### src/hw/rtl/ipsa_pkg.sv
`timescale 1ns / 1ps
// ----------------------------------------------------------------------------
// ipsa_pkg: shared types and constants for the SA table with replay check
// Slot count, command and verdict codes, transaction structs and the
// store write/read structs used between the sequencer and the slot store.
// ----------------------------------------------------------------------------
package ipsa_pkg;

  localparam int SaEntries = 16;
  localparam int SlotW     = (SaEntries > 1) ? $clog2(SaEntries) : 1;

  typedef logic [SlotW-1:0] slot_t;

  localparam slot_t LastSlot = SlotW'(SaEntries - 1);

  localparam logic [1:0] ModeCheck  = 2'd0;
  localparam logic [1:0] ModeAdd    = 2'd1;
  localparam logic [1:0] ModeRemove = 2'd2;

  localparam logic [2:0] VerdictOk        = 3'd0;
  localparam logic [2:0] VerdictShort     = 3'd1;
  localparam logic [2:0] VerdictMalformed = 3'd2;
  localparam logic [2:0] VerdictReplay    = 3'd3;
  localparam logic [2:0] VerdictFull      = 3'd4;

  localparam logic [15:0] EspMinLen = 16'd8;
  localparam logic [15:0] AhMinLen  = 16'd12;
  localparam logic [10:0] AhMinSize = 11'd12;

  typedef struct packed {
    logic [1:0]  mode;
    logic [31:0] peer_address;
    logic [31:0] spi;
    logic [31:0] seq_number;
    logic        is_esp;
    logic [7:0]  length_words;
    logic [15:0] packet_length;
  } req_t;

  typedef struct packed {
    logic [2:0]  verdict;
    logic [3:0]  entry_index;
    logic        entry_valid;
    logic        learned;
    logic [10:0] inner_offset;
  } rsp_t;

  typedef struct packed {
    logic        key_we;
    logic        seq_we;
    logic        set_valid;
    logic        clr_valid;
    slot_t       addr;
    logic [31:0] peer;
    logic [31:0] spi;
    logic [31:0] seq;
  } slot_wr_t;

  typedef struct packed {
    logic        valid;
    logic [31:0] peer;
    logic [31:0] spi;
    logic [31:0] seq;
  } slot_rd_t;

  typedef struct packed {
    logic spi_eq;
    logic pair_eq;
    logic replay;
  } cmp_t;

endpackage

### src/hw/rtl/ipsa_slot_store.sv
`timescale 1ns / 1ps
// ----------------------------------------------------------------------------
// ipsa_slot_store: security-association slot storage
// Valid bits in flops cleared by reset; peer, SPI and last sequence in
// memories with one write port and one registered read port.
// ----------------------------------------------------------------------------
module ipsa_slot_store (
  input  logic               clk,
  input  logic               rst,
  input  ipsa_pkg::slot_wr_t wr,
  input  ipsa_pkg::slot_t    rd_addr,
  output ipsa_pkg::slot_rd_t rd
);

  logic [ipsa_pkg::SaEntries-1:0] slot_valid;
  logic [31:0] peer_mem [ipsa_pkg::SaEntries];
  logic [31:0] spi_mem  [ipsa_pkg::SaEntries];
  logic [31:0] seq_mem  [ipsa_pkg::SaEntries];

  always_ff @(posedge clk) begin
    if (rst) begin
      slot_valid <= '0;
    end else if (wr.set_valid) begin
      slot_valid[wr.addr] <= 1'b1;
    end else if (wr.clr_valid) begin
      slot_valid[wr.addr] <= 1'b0;
    end
  end

  always_ff @(posedge clk) begin
    if (wr.key_we) begin
      peer_mem[wr.addr] <= wr.peer;
      spi_mem[wr.addr]  <= wr.spi;
    end
    if (wr.seq_we) begin
      seq_mem[wr.addr] <= wr.seq;
    end
  end

  always_ff @(posedge clk) begin
    rd.valid <= slot_valid[rd_addr];
    rd.peer  <= peer_mem[rd_addr];
    rd.spi   <= spi_mem[rd_addr];
    rd.seq   <= seq_mem[rd_addr];
  end

endmodule

### src/hw/rtl/ipsa_match_unit.sv
`timescale 1ns / 1ps
// ----------------------------------------------------------------------------
// ipsa_match_unit: shared slot comparator
// Compares one read slot against the command key and checks the sequence
// number against the stored one for replay.
// ----------------------------------------------------------------------------
module ipsa_match_unit (
  input  ipsa_pkg::slot_rd_t rd,
  input  logic [31:0]        peer,
  input  logic [31:0]        spi,
  input  logic [31:0]        seq,
  output ipsa_pkg::cmp_t     cmp
);

  always_comb begin
    cmp.spi_eq  = rd.valid && (rd.spi == spi);
    cmp.pair_eq = cmp.spi_eq && (rd.peer == peer);
    cmp.replay  = (seq <= rd.seq) && (rd.seq != 32'd0);
  end

endmodule

### src/hw/rtl/ipsec_sa_table_replay_check_core.sv
`timescale 1ns / 1ps
// ----------------------------------------------------------------------------
// ipsec_sa_table_replay_check_core: SA table with learning and replay check
// Sequencer that scans the slot store through one shared comparator.
// ----------------------------------------------------------------------------
// Commands arrive on req (req_valid/req_stall) and each gives one response on
// rsp (rsp_valid/rsp_stall). Mode 0 checks a packet header, mode 1 adds an
// entry, mode 2 removes the first entry with a matching SPI.
// A command that fails the length check, and mode 3, skip the slot walk and
// answer from the done state. Other commands walk the slots from slot 0,
// each slot read through the registered read port of the slot store and then
// compared in the shared match unit, stopping at the first hit, or for an add
// at the first free slot.
// One command is in work at a time: req_stall is high from acceptance until
// the response is loaded into the output register.
// The output register holds a response while rsp_stall is high; the next
// command is accepted meanwhile, and its response waits until the register
// is free.
// Reset clears all slot valid bits at once, with no clearing pass, and
// empties the output register.
// ----------------------------------------------------------------------------
module ipsec_sa_table_replay_check_core (
  input  logic           clk,
  input  logic           rst,
  input  logic           req_valid,
  output logic           req_stall,
  input  ipsa_pkg::req_t req,
  output logic           rsp_valid,
  input  logic           rsp_stall,
  output ipsa_pkg::rsp_t rsp
);

  localparam logic [2:0] StIdle = 3'd0;
  localparam logic [2:0] StRead = 3'd1;
  localparam logic [2:0] StCmp  = 3'd2;
  localparam logic [2:0] StUpd  = 3'd3;
  localparam logic [2:0] StDone = 3'd4;

  logic [2:0]          state;
  ipsa_pkg::req_t      item;
  logic [10:0]         ah_size;
  ipsa_pkg::slot_t     ptr;
  ipsa_pkg::slot_t     free_slot;
  logic                free_found;
  logic                hit;
  ipsa_pkg::rsp_t      res;
  ipsa_pkg::rsp_t      upd_res;
  ipsa_pkg::rsp_t      start_res;
  ipsa_pkg::slot_wr_t  wr;
  ipsa_pkg::slot_rd_t  rd;
  ipsa_pkg::cmp_t      cmp;
  logic [10:0]         ah_in;
  logic                too_short;
  logic                malformed;
  logic                hit_now;
  logic [10:0]         pass_offset;

  ipsa_slot_store u_store (
    .clk     (clk),
    .rst     (rst),
    .wr      (wr),
    .rd_addr (ptr),
    .rd      (rd)
  );

  ipsa_match_unit u_match (
    .rd   (rd),
    .peer (item.peer_address),
    .spi  (item.spi),
    .seq  (item.seq_number),
    .cmp  (cmp)
  );

  assign req_stall = (state != StIdle);

  always_comb begin
    ah_in     = {(9'(req.length_words) + 9'd2), 2'b00};
    too_short = req.is_esp ? (req.packet_length < ipsa_pkg::EspMinLen)
                           : (req.packet_length < ipsa_pkg::AhMinLen);
    malformed = !req.is_esp &&
                ((ah_in < ipsa_pkg::AhMinSize) || (16'(ah_in) > req.packet_length));
    start_res = '0;
    if (req.mode == ipsa_pkg::ModeCheck) begin
      if (too_short) begin
        start_res.verdict = ipsa_pkg::VerdictShort;
      end else if (malformed) begin
        start_res.verdict = ipsa_pkg::VerdictMalformed;
      end
    end
  end

  assign hit_now = ((item.mode == ipsa_pkg::ModeCheck) && cmp.pair_eq) ||
                   ((item.mode == ipsa_pkg::ModeRemove) && cmp.spi_eq);

  assign pass_offset = item.is_esp ? 11'd0 : ah_size;

  always_comb begin
    wr      = '0;
    wr.peer = item.peer_address;
    wr.spi  = item.spi;
    wr.seq  = item.seq_number;
    upd_res = '0;
    if (state == StUpd) begin
      case (item.mode)
        ipsa_pkg::ModeAdd: begin
          if (free_found) begin
            wr.key_we           = 1'b1;
            wr.seq_we           = 1'b1;
            wr.set_valid        = 1'b1;
            wr.seq              = '0;
            wr.addr             = free_slot;
            upd_res.entry_index = 4'(free_slot);
            upd_res.entry_valid = 1'b1;
          end else begin
            upd_res.verdict = ipsa_pkg::VerdictFull;
          end
        end
        ipsa_pkg::ModeRemove: begin
          if (hit) begin
            wr.clr_valid        = 1'b1;
            wr.addr             = ptr;
            upd_res.entry_index = 4'(ptr);
            upd_res.entry_valid = 1'b1;
          end
        end
        ipsa_pkg::ModeCheck: begin
          if (hit) begin
            upd_res.entry_index = 4'(ptr);
            upd_res.entry_valid = 1'b1;
            if (cmp.replay) begin
              upd_res.verdict = ipsa_pkg::VerdictReplay;
            end else begin
              wr.seq_we            = 1'b1;
              wr.addr              = ptr;
              upd_res.inner_offset = pass_offset;
            end
          end else if (free_found) begin
            wr.key_we            = 1'b1;
            wr.seq_we            = 1'b1;
            wr.set_valid         = 1'b1;
            wr.addr              = free_slot;
            upd_res.entry_index  = 4'(free_slot);
            upd_res.entry_valid  = 1'b1;
            upd_res.learned      = 1'b1;
            upd_res.inner_offset = pass_offset;
          end else begin
            upd_res.verdict      = ipsa_pkg::VerdictFull;
            upd_res.inner_offset = pass_offset;
          end
        end
        default: begin
          upd_res = '0;
        end
      endcase
    end
  end

  always_ff @(posedge clk) begin
    if (rst) begin
      state     <= StIdle;
      rsp_valid <= 1'b0;
    end else begin
      if (state == StDone && (!rsp_valid || !rsp_stall)) begin
        rsp_valid <= 1'b1;
      end else if (rsp_valid && !rsp_stall) begin
        rsp_valid <= 1'b0;
      end
      case (state)
        StIdle: begin
          if (req_valid) begin
            case (req.mode)
              ipsa_pkg::ModeCheck: begin
                state <= (too_short || malformed) ? StDone : StRead;
              end
              ipsa_pkg::ModeAdd:    state <= StRead;
              ipsa_pkg::ModeRemove: state <= StRead;
              default:              state <= StDone;
            endcase
          end
        end
        StRead: state <= StCmp;
        StCmp: begin
          if (hit_now || (item.mode == ipsa_pkg::ModeAdd && !rd.valid) ||
              ptr == ipsa_pkg::LastSlot) begin
            state <= StUpd;
          end else begin
            state <= StRead;
          end
        end
        StUpd: state <= StDone;
        StDone: begin
          if (!rsp_valid || !rsp_stall) begin
            state <= StIdle;
          end
        end
        default: state <= StIdle;
      endcase
    end
  end

  always_ff @(posedge clk) begin
    case (state)
      StIdle: begin
        if (req_valid) begin
          item       <= req;
          ah_size    <= ah_in;
          ptr        <= '0;
          free_found <= 1'b0;
          hit        <= 1'b0;
          res        <= start_res;
        end
      end
      StCmp: begin
        if (hit_now) begin
          hit <= 1'b1;
        end else begin
          if (!rd.valid && !free_found) begin
            free_found <= 1'b1;
            free_slot  <= ptr;
          end
          if (!(item.mode == ipsa_pkg::ModeAdd && !rd.valid) &&
              ptr != ipsa_pkg::LastSlot) begin
            ptr <= ptr + 1'b1;
          end
        end
      end
      StUpd: res <= upd_res;
      StDone: begin
        if (!rsp_valid || !rsp_stall) begin
          rsp <= res;
        end
      end
      default: begin
      end
    endcase
  end

`ifndef ASSERT_OFF
  a_cmp_after_read: assert property (@(posedge clk) disable iff (rst)
    state == StCmp |-> $past(state) == StRead)
    else $error("compare without a preceding slot read");

  a_write_in_update: assert property (@(posedge clk) disable iff (rst)
    (wr.key_we || wr.seq_we || wr.set_valid || wr.clr_valid) |-> state == StUpd)
    else $error("slot store written outside the update step");

  a_learned_valid: assert property (@(posedge clk) disable iff (rst)
    rsp_valid && rsp.learned |->
      rsp.entry_valid && rsp.verdict == ipsa_pkg::VerdictOk)
    else $error("learned response without an accepted entry");

  a_offset_verdict: assert property (@(posedge clk) disable iff (rst)
    rsp_valid && rsp.inner_offset != 11'd0 |->
      (rsp.verdict == ipsa_pkg::VerdictOk || rsp.verdict == ipsa_pkg::VerdictFull))
    else $error("inner offset on a rejected packet");
`endif

endmodule

### config.mk
export PLATFORM = sky130hd
export DESIGN_NAME = ipsec_sa_table_replay_check_core
export DESIGN_NICKNAME = d
export VERILOG_FILES = /design/src/hw/rtl/ipsa_pkg.sv /design/src/hw/rtl/ipsa_slot_store.sv /design/src/hw/rtl/ipsa_match_unit.sv /design/src/hw/rtl/ipsec_sa_table_replay_check_core.sv
export SDC_FILE = /design/constraint.sdc
export NUM_CORES = 2
export LEC_CHECK = 0
export BUFFER_PORTS_ARGS = -buffer_cell sky130_fd_sc_hd__buf_2
export CORE_UTILIZATION = 34
export CTS_BUF_LIST = sky130_fd_sc_hd__clkbuf_4 sky130_fd_sc_hd__clkbuf_8
export DETAILED_ROUTE_END_ITERATION = 16
export RECOVER_POWER = 50
export SLEW_MARGIN = 0
export SYNTH_ARGS = -nofsm -noshare
export SYNTH_HDL_FRONTEND = slang
export SYNTH_SLANG_ARGS = --single-unit
### constraint.sdc
create_clock -name clk -period 7.2 [get_ports clk]
set_clock_uncertainty 0.2 [all_clocks]
set_input_delay 1.08 -clock clk [delete_from_list [all_inputs] [get_ports clk]]
set_output_delay 1.08 -clock clk [all_outputs]
set_load 0.01 [all_outputs]
Word level (Yosys, flattened, before mapping) --
Memory sizes are Yosys's and may differ from the RTL's. A register that Yosys moved wholly into a read port is not among the register bits. Index checks and enable logic that the tools add are counted.
Word-level totals: register bits 179, RAM bits 1536, bits of input ports 127, output and inout port bits 22, logic and storage cells 164, memories kept 3
Memory list:
- u_store.peer_mem | words 16, bits a word 32, read ports 1, clocked after Yosys merged registers in 1, write ports 1, RTL line ipsa_slot_store.sv:16 | logic [31:0] peer_mem [ipsa_pkg::SaEntries];
- u_store.seq_mem | words 16, bits a word 32, read ports 1, clocked after Yosys merged registers in 1, write ports 1, RTL line ipsa_slot_store.sv:18 | logic [31:0] seq_mem [ipsa_pkg::SaEntries];
- u_store.spi_mem | words 16, bits a word 32, read ports 1, clocked after Yosys merged registers in 1, write ports 1, RTL line ipsa_slot_store.sv:17 | logic [31:0] spi_mem [ipsa_pkg::SaEntries];
Cells by class: add/sub/neg operators 2, $lt $le $gt $ge 8, eq/ne operators 18, muxes and demuxes 63, bitwise gates (word level) 4, reduce and logical (&&, ||, !) cells 42
Operator list (count):
- $mux W32 | 3
- $eq A32 B32 Y1 | 2
- $pmux W20 S2 | 1
- $mux W11 | 3
- $le A32 B32 Y1 | 1
- $lt A16 B4 Y1 const B | 2
- $mux W16 | 2
- $reduce_bool A32 Y1 | 1
- $mux W4 | 6
- $mux W20 | 1
- $mux W1 | 19
- $pmux W3 S2 | 3
- $and A16 B16 Y16 | 1
- $gt A11 B16 Y1 | 1
- $mux W8 | 2
- $not A16 Y16 | 1
- $or A16 B16 Y16 | 1
- $mux W3 | 5
- $mux W5 | 3
- $pmux W3 S5 | 1
- $pmux W5 S3 | 1
- $logic_and A1 B1 Y1 | 12
- $mux W12 | 1
- $pmux W4 S3 | 1
- 31 further kinds | 63

Longest topological paths before layout --
depth after elaboration 14, mapped depth 11, mapped depth without buffers 11

By module --
Synthesis repeated with hierarchy kept, for this count alone.
Unflattened totals: cells, all modules 3146, area total of the unflattened synthesis 67956.4 um^2
By module, submodules not included:
- ipsa_slot_store | times used 1, cells each 2569, area an instance 60295.3 um^2, seq. area each 48386.4 um^2
- ipsec_sa_table_replay_check_core | times used 1, cells each 366, area an instance 6075.8 um^2, seq. area each 4704.5 um^2
- ipsa_match_unit | times used 1, cells each 211, area an instance 1585.3 um^2, seq. area each 0.0 um^2

Worst setup path before layout --
OpenSTA, ideal clock, no wires.
path type reg-to-reg, from register item[55] (netlist bit), to memory u_store.peer_mem[5][0] (enable), setup time 0.487 ns, arrival 4.870 ns, data required time 6.513 ns, path slack 1.643 ns, stages on the path, launching flop included 10, path buffers 0, period minus slack after synthesis 5.557 ns, cell sequence edfxtp_1 > ha_1 > a21oi_1 > nand2_1 > a221o_1 > o31a_1 > nor3_4 > a31o_4 > nand2_1 > nor2_1
On the way: cells in the longest elaborated chain, start to end 6
RTL lines:
- from (decl) | RTL line ipsec_sa_table_replay_check_core.sv:40 | ipsa_pkg::req_t item;
- from (signal assigned) | RTL line ipsec_sa_table_replay_check_core.sv:205 | item <= req;
- $le A32 B32 Y1 | RTL line ipsa_match_unit.sv:18 | cmp.replay = (seq <= rd.seq) && (rd.seq != 32'd0);
- $logic_and A1 B1 Y1 | RTL line ipsa_match_unit.sv:18
- $mux W4 | RTL line ipsec_sa_table_replay_check_core.sv:130 | if (cmp.replay) begin
- $mux W4 | RTL line ipsec_sa_table_replay_check_core.sv:127 | if (hit) begin
- $pmux W4 S3 | RTL line ipsec_sa_table_replay_check_core.sv:104 | case (item.mode)
- $mux W8 | RTL line ipsec_sa_table_replay_check_core.sv:103 | if (state == StUpd) begin
- to (decl) | RTL line ipsa_slot_store.sv:16
No other way between the ends.

Final worst setup path --
from register state[1], to register item[76] (netlist bit) (enable)
On the way: cells in the longest elaborated chain, start to end 2
RTL lines:
- from (decl) | RTL line ipsec_sa_table_replay_check_core.sv:39 | logic [2:0] state;
- from (signal assigned) | RTL line ipsec_sa_table_replay_check_core.sv:160 | state <= StIdle;
- from (signal assigned) | RTL line ipsec_sa_table_replay_check_core.sv:173 | state <= (too_short || malformed) ? StDone : StRead;
- from (signal assigned) | RTL line ipsec_sa_table_replay_check_core.sv:175 | ipsa_pkg::ModeAdd: state <= StRead;
- $logic_not A3 Y1 | RTL line ipsec_sa_table_replay_check_core.sv:202 | case (state)
- $reduce_and A2 Y1 (no line)
No other way between the ends. A chain may end at the register's enable or synchronous reset.

==> metrics.md <==
| Metric | Value |
|---|---|
| Status | `finished, violations left` |
| Failing checks | `capacitance limit, slew limit` |
| CTS root buf | `clkbuf_8` |
| Vias in the first global route | `around 33000` |
| Max_slew headroom | `-114%` |
| Least-Margin Pin Slew | `about 3.2 ns` |
| Clk pwr share | `roughly two fifths` |
| 1st-iter DRT viols | `about 2500` |
| WS Path Type | `reg -> reg` |
| Synth async-reset ratio | `0%` |
| Worst Path Buf+Inv | `2` |
| Mapped Area | `between 0.06 and 0.07 mm^2` |
| Commonest cells after routing, fill and taps aside | `1690 x edfxtp_1, 485 x mux4_2, 325 x clkbuf_8` |
| DPL Wire Length | `approximately 84000 um` |
| Residual DRC | `0` |
| Leakage | `24.7 nW` |
| IO buf count | `between 100 and 150` |
| Pint | `around 18 mW` |
| Required time worst endpoint | `approximately 7.4 ns` |
| Share of post-route cells with drive strength above 1 | `a little under a third` |
| HP Class | `in -> reg` |
| Post-DRT Antenna Nets | `0` |
| Cell Rows | `roughly 160` |
| Worst setup SP type | `flop` |
| Register area share after synthesis | `78.2%` |
| Peak VDD IR | `approximately 0.16 mV` |
| Sw frac | `between 20% and 30%` |
| Post-cts hold buffer count | `50` |
| Synth unique cells | `between 50 and 60` |
| Sequential share of power | `a little over half` |
| CTS Buffer Depth | `4` |
| Detail-routed via count per cell | `a little under 5` |
| Final Hold Fails | `0` |
| Cells after Synth | `slightly below 3000` |
| CP Data Arrival Time | `5.70 ns` |
| # Max-Cap Violations | `5` |
| Final global-route overflow total | `0` |
| Final setup vio count | `0` |
| Pins Over Slew Limit | `just under 200` |
| Reported net switching power | `between 5 and 6 mW` |
| Family with the most delay on the worst path | `buffers and inverters` |
| Clock sink total | `approximately 1800` |
| Ys Warns | `0` |
| Power per cell area | `~290 mW/mm^2` |
| Comb power frac | `8.9%` |
| TritonCTS buffer count | `roughly 310` |
| GRT Total Usage | `between 10 and 15%` |
| Worst-Skew Late Latency | `between 0.9 and 1 ns` |
| DR WL/cell | `roughly 24 um` |
| Placed cell area | `a little over 0.07 mm^2` |
| CTS tree | `yes` |
| Syn Area/Cell | `23.1 um^2` |
| Cell-by-cell listing of the critical path | `nor3_1, nand2_1, clkinvlp_2, clkbuf_2` |
| Register area | `between 0.05 and 0.06 mm^2` |
| Die Ht | `between 400 and 500 um` |
| Max stage delay on crit path | `roughly 2.4 ns` |
| Post-layout nets | `roughly 3600` |
| Crit path time final | `5.55 ns` |
| Multi-input logic area | `~0.014 mm^2` |
| Global-route wire length before repair | `222000 um` |
| Setup_tns | `0 ns` |
| # fillers | `between 15000 and 20000` |
| F_max | `around 180 MHz` |
| Largest net degree at the start of global routing | `about 120` |
| Ports | `about 150` |
| DRT Pass-1 Iters | `5` |
| CP endpoint kind | `flop` |
| Commonest non-fill, non-tap cell in the layout | `edfxtp_1` |
| Post-synth EDFFs | `roughly 1700` |
| Initial Util | `about 34%` |
| Final wirelength | `150000 um` |
| Yosys reg bits | `~1800` |
| Area growth from synthesis to layout | `15.4%` |
| Final core utilization | `39.6%` |
| Die width | `449 um` |
| Initial antenna violation count | `12` |
| Final instance area | `0.0784 mm^2` |
| Routed vias | `a little over 30000` |
| H-tree Lvls | `5` |
| RSZ-0062 raised after global routing | `no` |
| Setup bufs post-CTS | `0` |
| Clock-pin slew on the worst setup and hold paths | `roughly 0.050 ns` |
| Ys flop type | `edfxtp_1` |
| CTS resizes | `0` |
| Final Cycle Share | `77.0%` |
| Routability congestion estimate | `around 0.8` |
| Max FO, Critical Path | `59` |
| Core footprint | `between 0.15 and 0.2 mm^2` |
| Worst path slowest cell | `clkinvlp_2` |
| Die area | `0.202 mm^2` |
## registers in the layout (all words and copies together) (netlist names), named ones only
| register | cells |
|---|---|
| ah_size | 9 |
| item | 99 |
| u_store.rd | 97 |
| free_found | 1 |
| res | 18 |
| rsp | 18 |
| u_store.seq_mem | 512 |
| u_store.peer_mem | 512 |
| free_slot | 4 |
| u_store.spi_mem | 512 |
| ptr | 4 |
| hit | 1 |
| state | 3 |
| rsp_valid | 1 |
## per-layer routing
layer	global-route usage [%]	wire, um	up-vias
met5	0	0	-
met4	4.15	2760	0
met3	2.82	7630	241
met2	24.7	75700	870
met1	19.6	63600	16600
li1	-	-	13300
## metrics by stage
step	hold slack, ns	setup WS [ns]	cells	total power, mW
finish	0.111	1.65	6239	23.0
global route	0.0549	1.13	6236	23.9
CTS	0.00184	1.99	6234	23.3
detailed placement	0.205	1.98	5669	14.5
global placement	0.203	2.02	5669	14.5
floorplan	0.200	1.64	2941	13.8
## worst paths after layout
path,depth (start not counted),start,slack (ns),to
min reg2reg,0,res[11]$_SDFFCE_PP0P_,0.21,rsp[11]$_DFFE_PP_
min,1,req[34],0.11,item[34]$_DFFE_PP_
max reg2reg,4,state[1]$_SDFFE_PP0P_,1.65,item[76]$_DFFE_PP_
max,4,state[1]$_SDFFE_PP0P_,1.65,item[76]$_DFFE_PP_
## cells in the mapped netlist, types with 2 or more instances
master / n / share of area (%)
or2_2: 6 / 0.055
nand4_1: 23 / 0.21
edfxtp_1: 1690 / 75
o21a_1: 4 / 0.044
nand2_1: 31 / 0.17
a21boi_0: 2 / 0.022
buf_2: 5 / 0.037
clkbuf_1: 79 / 0.44
nand3b_1: 3 / 0.033
o31a_1: 2 / 0.026
nor4_1: 21 / 0.19
nand2b_1: 13 / 0.12
xor2_1: 35 / 0.45
o31ai_1: 8 / 0.088
o211ai_1: 3 / 0.033
dfxtp_1: 117 / 3.4
o21ai_0: 10 / 0.074
or4_1: 2 / 0.022
a31oi_1: 3 / 0.028
o32ai_1: 8 / 0.10
a32oi_1: 2 / 0.026
a31oi_2: 2 / 0.037
a21o_1: 9 / 0.099
or3_1: 6 / 0.055
a21oi_1: 28 / 0.21
inv_1: 70 / 0.39
a22oi_1: 4 / 0.044
ha_1: 46 / 0.85
a221o_1: 2 / 0.029
mux4_2: 485 / 16
and3_1: 8 / 0.074
nand3_1: 19 / 0.14
xnor2_1: 36 / 0.46
nor3_1: 26 / 0.19
buf_1: 40 / 0.22
buf_4: 2 / 0.022
nor2_1: 38 / 0.21
nor2b_1: 36 / 0.33
## cells by family after synthesis
group | count (synthesis) | share of synthesized area (%)
xor gates and xnor gates | 71 | 0.916
muxes | 485 | 16.1
and+or+nand+nor | 237 | 1.89
other | 1 | 0.00552
AOI/OAI and AO/OA | 97 | 0.991
adders and majority gates | 46 | 0.847
DFF | 1807 | 78.2
buffers and inverters | 196 | 1.10
## power by group through the flow
stage | Clock [mW] | Combinational [mW] | Sequential, mW
CTS | 9.00 | 2.11 | 12.2
floorplan | 0 | 1.45 | 12.3
global placement | 0 | 2.07 | 12.4
global route | 9.44 | 2.22 | 12.2
detailed placement | 0 | 2.08 | 12.4
finish | 8.76 | 2.04 | 12.2
## final cells by class
class | count | area share [%]
flip-flops and latches | 1807 | 67.8
multi-input cells | 938 | 18.2
clock buffers | 438 | 6.79
well taps | 2640 | 4.22
repair buffers | 264 | 2.12
clock inverters | 77 | 0.568
inverters | 70 | 0.362
diodes | 5 | 0.0160
Power figures use the tool's default switching activity.
